$ cat src/hdl/tcf_pkg.sv
// Package for the tilt complementary filter: types, constants, CORDIC angle table.
`default_nettype none
package tcf_pkg;
    localparam int TABLE_LEN = 24;
    localparam int TABLE_FRAC = 20;
    localparam int ANGLE_FRAC_BITS = 8;
    localparam int ACC_W = 16;
    localparam int ANG_W = 17;
    localparam int CFG_IDX_W = 2;
    localparam int CORDIC_W = 44;
    localparam int Z_W = 32;

    localparam logic [CFG_IDX_W-1:0] REG_GYRO_OFFSET = 2'd0;
    localparam logic [CFG_IDX_W-1:0] REG_MOUNT_OFFSET = 2'd1;
    localparam logic [CFG_IDX_W-1:0] REG_CORR_WEIGHT = 2'd2;

    localparam logic [16:0] CORR_WEIGHT_RESET = 17'd1311;

    typedef struct packed {
        logic signed [ACC_W-1:0] x;
        logic signed [ACC_W-1:0] y;
        logic signed [ACC_W-1:0] g;
    } t_sample;

    typedef enum logic [2:0] {
        S_IDLE, S_ROT, S_STEP, S_GYRO, S_ACC, S_ERR, S_MUL, S_OUT
    } t_state;

    function automatic logic [Z_W-1:0] atan_q20(input logic [4:0] i);
        case (i)
            5'd0: atan_q20 = 32'd47185920;
            5'd1: atan_q20 = 32'd27855475;
            5'd2: atan_q20 = 32'd14718068;
            5'd3: atan_q20 = 32'd7471121;
            5'd4: atan_q20 = 32'd3750058;
            5'd5: atan_q20 = 32'd1876857;
            5'd6: atan_q20 = 32'd938658;
            5'd7: atan_q20 = 32'd469357;
            5'd8: atan_q20 = 32'd234682;
            5'd9: atan_q20 = 32'd117342;
            5'd10: atan_q20 = 32'd58671;
            5'd11: atan_q20 = 32'd29335;
            5'd12: atan_q20 = 32'd14668;
            5'd13: atan_q20 = 32'd7334;
            5'd14: atan_q20 = 32'd3667;
            5'd15: atan_q20 = 32'd1833;
            5'd16: atan_q20 = 32'd917;
            5'd17: atan_q20 = 32'd458;
            5'd18: atan_q20 = 32'd229;
            5'd19: atan_q20 = 32'd115;
            5'd20: atan_q20 = 32'd57;
            5'd21: atan_q20 = 32'd29;
            5'd22: atan_q20 = 32'd14;
            5'd23: atan_q20 = 32'd7;
            default: atan_q20 = 32'd0;
        endcase
    endfunction
endpackage
`default_nettype wire

$ cat src/hdl/tilt_complementary_filter.sv
// Top level of the tilt complementary filter.
`default_nettype none
// Tilt estimator: push one IMU sample (accel x/y, gyro z) per item, pop one
// filtered angle in 1/256 degree. The engine works on one item at a time through
// the iterative CORDIC loop and takes the next only when idle; a two-entry input queue and a
// one-entry result register decouple the two sides, and a finished result
// waits in the engine while the result register is still occupied.
// Configure only when idle.
module tilt_complementary_filter #(
    parameter int CORDIC_STEPS = 16
) (
    input  wire logic               i_clk,
    input  wire logic               i_rst_n,
    input  wire logic               push,
    output logic                    full,
    input  wire logic signed [15:0] i_accel_x,
    input  wire logic signed [15:0] i_accel_y,
    input  wire logic signed [15:0] i_gyro_z,
    output logic                    empty,
    input  wire logic               pop,
    output logic signed [16:0]      o_angle,
    input  wire logic               i_cfg_valid,
    output logic                    o_cfg_ready,
    input  wire logic [1:0]         i_cfg_index,
    input  wire logic [31:0]        i_cfg_data
);
    import tcf_pkg::*;

    logic signed [15:0] r_gyro_offset;
    logic signed [16:0] r_mount_offset;
    logic [16:0] r_corr_weight;
    t_sample in_s, q_s;
    logic avail, take;

    assign o_cfg_ready = 1'b1;
    assign in_s = '{x: i_accel_x, y: i_accel_y, g: i_gyro_z};

    always_ff @(posedge i_clk) begin
        if (!i_rst_n) begin
            r_gyro_offset <= '0;
            r_mount_offset <= '0;
            r_corr_weight <= CORR_WEIGHT_RESET;
        end else if (i_cfg_valid) begin
            case (i_cfg_index)
                REG_GYRO_OFFSET: r_gyro_offset <= i_cfg_data[15:0];
                REG_MOUNT_OFFSET: r_mount_offset <= i_cfg_data[16:0];
                REG_CORR_WEIGHT: r_corr_weight <= i_cfg_data[16:0];
                default: ;
            endcase
        end
    end

    tcf_front u_front (
        .i_clk(i_clk), .i_rst_n(i_rst_n), .i_push(push), .o_full(full),
        .i_sample(in_s), .i_take(take), .o_avail(avail), .o_sample(q_s)
    );

    tcf_engine #(.CORDIC_STEPS(CORDIC_STEPS)) u_engine (
        .i_clk(i_clk), .i_rst_n(i_rst_n), .i_avail(avail), .i_sample(q_s),
        .o_take(take), .i_gyro_offset(r_gyro_offset), .i_mount_offset(r_mount_offset),
        .i_corr_weight(r_corr_weight), .i_pop(pop), .o_empty(empty), .o_angle(o_angle)
    );
endmodule
`default_nettype wire

$ cat src/hdl/tcf_front.sv
// Front end: sample queue between the input port and the filter engine.
`default_nettype none
module tcf_front (
    input  wire logic           i_clk,
    input  wire logic           i_rst_n,
    input  wire logic           i_push,
    output logic                o_full,
    input  wire tcf_pkg::t_sample i_sample,
    input  wire logic           i_take,
    output logic                o_avail,
    output tcf_pkg::t_sample    o_sample
);
    import tcf_pkg::*;

    // two-entry queue
    t_sample r_q0, r_q1;
    logic [1:0] r_cnt, n_cnt;
    logic do_push, do_take;

    assign o_full = (r_cnt == 2'd2);
    assign o_avail = (r_cnt != 2'd0);
    assign o_sample = r_q0;
    assign do_push = i_push && !o_full;
    assign do_take = i_take && o_avail;

    always_comb begin
        n_cnt = r_cnt + {1'b0, do_push} - {1'b0, do_take};
    end

    always_ff @(posedge i_clk) begin
        if (!i_rst_n) begin
            r_cnt <= 2'd0;
        end else begin
            r_cnt <= n_cnt;
        end
        if (do_take) begin
            r_q0 <= (do_push && r_cnt == 2'd1) ? i_sample : r_q1;
        end else if (do_push && r_cnt == 2'd0) begin
            r_q0 <= i_sample;
        end
        if (do_push && ((r_cnt == 2'd1 && !do_take) || (r_cnt == 2'd2))) r_q1 <= i_sample;
    end
endmodule
`default_nettype wire

$ cat src/hdl/tcf_engine.sv
// Back end: iterative CORDIC atan2, gyro step, correction and output register.
`default_nettype none
module tcf_engine #(
    parameter int CORDIC_STEPS = 16
) (
    input  wire logic                     i_clk,
    input  wire logic                     i_rst_n,
    input  wire logic                     i_avail,
    input  wire tcf_pkg::t_sample         i_sample,
    output logic                          o_take,
    input  wire logic signed [15:0]       i_gyro_offset,
    input  wire logic signed [16:0]       i_mount_offset,
    input  wire logic [16:0]              i_corr_weight,
    input  wire logic                     i_pop,
    output logic                          o_empty,
    output logic signed [16:0]            o_angle
);
    import tcf_pkg::*;

    localparam int NSTEP = (CORDIC_STEPS < TABLE_LEN) ? CORDIC_STEPS : TABLE_LEN;
    localparam int SH = TABLE_FRAC - ANGLE_FRAC_BITS;
    localparam logic signed [Z_W-1:0] RND = Z_W'(1) <<< (SH - 1);
    localparam logic signed [Z_W-1:0] BASE = Z_W'(180) <<< TABLE_FRAC;
    localparam int AW = 24;
    localparam logic signed [AW-1:0] HALF = AW'(180) <<< ANGLE_FRAC_BITS;
    localparam logic signed [AW-1:0] FULL = AW'(360) <<< ANGLE_FRAC_BITS;
    localparam int NUM_W = 30;
    localparam int RECIP_SH = 36;
    // floor of 2^36 / 13100, a scaled reciprocal of 13100; quotient estimate is exact or one low
    localparam logic [31:0] RECIP = 32'((64'd1 << RECIP_SH) / 64'd13100);

    t_state r_state, n_state;
    logic signed [CORDIC_W-1:0] r_x, r_y;
    logic signed [Z_W-1:0] r_z;
    logic [4:0] r_i;
    logic r_zero;
    logic signed [15:0] r_g;
    logic r_neg;
    logic [NUM_W-1:0] r_mag;
    logic [63:0] r_prod;
    logic signed [AW-1:0] r_acc, r_step, r_pred, r_err, r_est;
    logic signed [AW+18:0] r_corr;
    logic signed [16:0] r_out;
    logic r_full;

    function automatic logic signed [AW-1:0] wrap(input logic signed [AW-1:0] a);
        logic signed [AW-1:0] t;
        t = a;
        if (t > HALF) t = t - FULL;
        if (t < -HALF) t = t + FULL;
        return t;
    endfunction

    logic signed [CORDIC_W-1:0] xs, ys;
    logic signed [Z_W-1:0] zr;
    logic signed [16:0] neg_x, neg_y;
    logic signed [NUM_W-1:0] num;
    logic [NUM_W-1:0] q;
    logic [NUM_W+14:0] qm;
    logic signed [AW-1:0] nxt;
    logic out_go;

    always_comb begin
        xs = r_x >>> r_i;
        ys = r_y >>> r_i;
        zr = (r_z + RND) >>> SH;
        neg_x = -17'(i_sample.x);
        neg_y = -17'(i_sample.y);
        num = (NUM_W'(r_g) - NUM_W'(i_gyro_offset)) <<< ANGLE_FRAC_BITS;
        q = NUM_W'(r_prod >> RECIP_SH);
        qm = (NUM_W+15)'(q) * (NUM_W+15)'(13100);
        nxt = wrap(r_pred + AW'(r_corr >>> 16));
    end

    // finished result waits here while the result register is occupied
    assign out_go = (r_state == S_OUT) && (!r_full || i_pop);

    always_comb begin
        n_state = r_state;
        case (r_state)
            S_IDLE: if (i_avail) n_state = S_ROT;
            S_ROT: n_state = S_STEP;
            S_STEP: if (r_i == 5'(NSTEP - 1)) n_state = S_GYRO;
            S_GYRO: n_state = S_ACC;
            S_ACC: n_state = S_ERR;
            S_ERR: n_state = S_MUL;
            S_MUL: n_state = S_OUT;
            S_OUT: if (!r_full || i_pop) n_state = S_IDLE;
            default: n_state = S_IDLE;
        endcase
    end

    always_comb begin
        o_take = (r_state == S_IDLE) && i_avail;
    end

    assign o_empty = !r_full;
    assign o_angle = r_out;

    always_ff @(posedge i_clk) begin
        if (!i_rst_n) begin
            r_state <= S_IDLE;
            r_full <= 1'b0;
            r_est <= '0;
        end else begin
            r_state <= n_state;
            if (out_go) begin
                r_full <= 1'b1;
                r_est <= (nxt > HALF) ? HALF : (nxt < -HALF) ? -HALF : nxt;
            end else if (i_pop && r_full) begin
                r_full <= 1'b0;
            end
        end
        case (r_state)
            S_IDLE: begin
                r_g <= i_sample.g;
                r_i <= '0;
                r_zero <= (i_sample.x == 0) && (i_sample.y == 0);
                if (i_sample.x < 0) begin
                    r_x <= CORDIC_W'(neg_x) <<< 24;
                    r_y <= CORDIC_W'(neg_y) <<< 24;
                    r_z <= (i_sample.y >= 0) ? BASE : -BASE;
                end else begin
                    r_x <= CORDIC_W'(i_sample.x) <<< 24;
                    r_y <= CORDIC_W'(i_sample.y) <<< 24;
                    r_z <= '0;
                end
            end
            S_ROT: begin
                r_neg <= num[NUM_W-1];
                r_mag <= (num[NUM_W-1] ? NUM_W'(-num) : NUM_W'(num)) + NUM_W'(6550);
            end
            S_STEP: begin
                if (r_y >= 0) begin
                    r_x <= r_x + ys; r_y <= r_y - xs; r_z <= r_z + $signed(atan_q20(r_i));
                end else begin
                    r_x <= r_x - ys; r_y <= r_y + xs; r_z <= r_z - $signed(atan_q20(r_i));
                end
                r_i <= r_i + 5'd1;
                if (r_i == 5'd0) r_prod <= 64'(r_mag) * 64'(RECIP);
            end
            S_GYRO: begin
                r_acc <= wrap(r_zero ? -AW'(i_mount_offset)
                                     : AW'(zr) - AW'(i_mount_offset));
                // quotient estimate may be one low
                if (qm + (NUM_W+15)'(13100) <= (NUM_W+15)'(r_mag))
                    r_step <= r_neg ? -AW'(q + 1'b1) : AW'(q + 1'b1);
                else
                    r_step <= r_neg ? -AW'(q) : AW'(q);
            end
            S_ACC: r_pred <= r_est - r_step;
            S_ERR: r_err <= wrap(r_acc - r_pred);
            S_MUL: r_corr <= (AW+19)'($signed({1'b0, i_corr_weight})) * (AW+19)'(r_err)
                             + (AW+19)'(32768);
            S_OUT: begin
                if (out_go) r_out <= 17'((nxt > HALF) ? HALF : (nxt < -HALF) ? -HALF : nxt);
            end
            default: ;
        endcase
    end
endmodule
`default_nettype wire

$ cat config.mk
export PLATFORM = sky130hd
export DESIGN_NAME = tilt_complementary_filter
export DESIGN_NICKNAME = d
export VERILOG_FILES = /design/src/hdl/tcf_pkg.sv /design/src/hdl/tilt_complementary_filter.sv /design/src/hdl/tcf_front.sv /design/src/hdl/tcf_engine.sv
export SDC_FILE = /design/constraint.sdc
export NUM_CORES = 2
export LEC_CHECK = 0
export BUFFER_PORTS_ARGS = -buffer_cell sky130_fd_sc_hd__buf_2
export CAP_MARGIN = 15
export CORE_ASPECT_RATIO = 0.6
export CORE_MARGIN = 1
export CORE_UTILIZATION = 25
export CTS_BUF_LIST = sky130_fd_sc_hd__clkbuf_4
export DETAILED_ROUTE_END_ITERATION = 10
export HOLD_SLACK_MARGIN = 0.15
export PLACE_DENSITY = 0.4
export SYNTH_ARGS = -nofsm -noshare
export SYNTH_HDL_FRONTEND = slang
export SYNTH_SLANG_ARGS = --single-unit
$ cat constraint.sdc
create_clock -name i_clk -period 17.95 [get_ports i_clk]
set_clock_uncertainty 0.2 [all_clocks]
set_input_delay 0.8975 -clock i_clk [delete_from_list [all_inputs] [get_ports i_clk]]
set_output_delay 0.8975 -clock i_clk [all_outputs]
set_load 0.005 [all_outputs]
==> flow_summary.json <==
{
  "status": "completed",
  "routed_wl_mm": 223,
  "cts_resized": 0,
  "ant_nets": 0,
  "gr-usage-all-layers_pct": 16.2,
  "synth-main-ff-cell": "edfxtp_1",
  "slowest_delay_ns": 0.76,
  "synth_seq_cells": 521,
  "h-tree-depth": 4,
  "placed_cells": 10800,
  "r2r_slack_ns": 8.05,
  "start_util_pct": 25.2,
  "die_h_um": 404,
  "postCtsSetupBuffers": 0,
  "synth.yosys.seq_area_share_pct": 21.6,
  "routedWlPerCell_um": 20.0,
  "first_pass_iters": 6,
  "cts-root-buf": "clkbuf_4",
  "dieArea_sq_mm": 0.272,
  "ioPinCount": 107,
  "rsz0062_at_grt": "no",
  "first_global_vias": 51900,
  "coreArea_sq_mm": 0.268,
  "grt_max_degree": 138,
  "crit_top_cell": "inv_1",
  "port_buffers": 90,
  "drtIter0Drc": 4592,
  "syn_avg_cell_area_sq_um": 9.21,
  "netlist_instances": 7331,
  "ys_warn_count": 0,
  "fin_cells": 11200,
  "synth_top_cell_area_share_pct": 18.5,
  "clk_pin_slew_ns": 0.09,
  "finalHoldViolations": 0,
  "cts_made_buffers": 156,
  "die_w_um": 673,
  "grt_overflow": 0,
  "worstPathArrival_ns": 10.47,
  "place_congestion": 0.889,
  "min_path_cells": 0,
  "syn_to_final_growth_pct": 10.7,
  "tns_ns": 0,
  "reg2reg_to": "u_engine.r_step[1]",
  "syn-cell-area_sq_mm": 0.0675,
  "crit_path_end_kind": "flop",
  "crit_type": "flop to flop",
  "maxSlewViolCount": 0,
  "vias": 53800,
  "cts_tree": "built",
  "final_cell_mix": "inv_1, nand2_1, ha_1",
  "crit_slowest_cell": "edfxtp_1",
  "clock_path_buffers": 4,
  "fin_util_pct": 27.9,
  "synth_top_area_cell": "edfxtp_1",
  "synth_cell_types": 111,
  "fin_nets": 8888,
  "fmaxAchievable_mhz": 101,
  "setup_violations": 0,
  "viasPerCell": 4.81,
  "drc": 0,
  "cts_sinks": 521,
  "final.min_clock_period_ns": 9.90,
  "crit_fanout": 47,
  "slew-limit-headroom_pct": 18.4,
  "rows": 147,
  "fillCellCount": 28300,
  "dp_hpwl_mm": 177,
  "yosys-top-cells-area": "edfxtp_1, fa_1, ha_1, inv_1, xnor2_1",
  "clk_latency_ns": 1.19,
  "fin_crit_sh_pct": 55.2,
  "grt_pass1_wl_mm": 337,
  "cp-start-kind": "flop",
  "hold_end": "u_engine.r_g[4]",
  "hp-class": "flop to flop",
  "holdWs_ns": 0.223,
  "async_reset_ff_share_pct": 0,
  "ctsHoldBuffers": 75,
  "worst-endpoint-required_ns": 18.52,
  "tightestPinTransition_ns": 1.21,
  "reg2reg_from": "u_engine.r_prod[36]",
  "hp-start": "u_front.o_sample[4]",
  "maxCapViolations": 0,
  "layout-drive-gt1-share_pct": 9.15,
  "synth_edf_count": 415,
  "layout_commonest_cell": "inv_1",
  "ff2ff_path_depth": 36,
  "grt_antenna_before_repair": 22
}
## how the worst max path moves through the flow
| stage | from | to | cells after the start |
|---|---|---|---|
| floorplan | u_engine.r_prod[36] | u_engine.r_step[19] | 38 |
| global placement | u_engine.r_prod[36] | u_engine.r_step[9] | 36 |
| detailed placement | u_engine.r_prod[36] | u_engine.r_step[1] | 36 |
| CTS | u_engine.r_prod[36] | u_engine.r_step[1] | 36 |
| global route | u_engine.r_prod[36] | u_engine.r_step[9] | 36 |
| finish | u_engine.r_prod[36] | u_engine.r_step[1] | 36 |
## metal layers
metal  wire length [um]  part of all wire, %  GRT usage (%)  vias to the layer above
met3              15500                  7.0           3.24                      165
li1                   -                    -              -                    25600
met2              74400                   33           19.0                     1443
met5                 79                0.035              0                        -
met1             131000                   58           28.6                    26500
met4               2790                  1.2           2.37                       12
## logic make-up (layout without fill, tap and decap cells)
kind of cell | count (synthesis) | count (layout) | synth area share, %
mux | 251 | 251 | 5.87
fa+ha+maj | 1331 | 1331 | 30.7
simple gates | 2184 | 2184 | 15.5
xor+xnor | 503 | 503 | 6.54
flops | 521 | 521 | 21.6
compound gates | 1331 | 1331 | 13.0
other cells | 2 | 19 | 0.0111
buf+inv | 1208 | 1459 | 6.82
## stage by stage
stage | setup WS, ns | area (sq um)
2_1_floorplan | 9.42 | 67500
5_1_grt | 7.28 | 74700
3_5_place_dp | 8.11 | 72000
4_1_cts | 8.01 | 74700
3_3_place_gp | 7.96 | 72000
6_report | 8.05 | 74700
## sequential cells by signal (all words and copies together) (netlist names), 22 cells and up, named ones only
name and flops:
u_engine.r_z 32, u_engine.r_corr 24, u_front.o_sample 48, u_engine.r_pred 24, u_engine.r_step 24, u_engine.r_mag 22
u_engine.r_acc 24, u_front.r_q1 48, u_engine.r_x 44, u_engine.r_y 44, u_engine.r_err 24, u_engine.r_est 24
## cell usage after synthesis, drive strengths merged, types with 106 or more instances
cell type and count:
mux4 107, clkbuf 192, fa 540, xor2 141, xnor2 362, nand2 794
edfxtp 415, inv 953, nor3 127, ha 791, dfxtp 106, nor2 450
o21ai 352, and2 210, a21oi 300, nand3 130
## layout make-up
cell class | count | area [sq um] | area share [%]
Multi-Input combinational cell | 5606 | 48400 | 64.8
Timing Repair Buffer | 228 | 1690 | 2.26
Sequential cell | 521 | 14600 | 19.5
Clock inverter | 54 | 309 | 0.414
Tap cell | 3576 | 4470 | 5.99
Antenna cell | 13 | 32.5 | 0.0435
Inverter | 957 | 3600 | 4.82
Clock buffer | 220 | 1650 | 2.21
## worst max-delay path: cells and delay by family, from the launching register on
kind            cells  cell delay, ns
flops               1            0.76
mux                 2            0.98
buf+inv             5            0.35
simple gates       11            1.71
fa+ha+maj           7            3.04
compound gates      9            2.10
xor+xnor            2            0.36
Power is left out: the tool's default activity adds up to more than one toggle a clock period on the data nets, which glitch-free logic cannot reach.
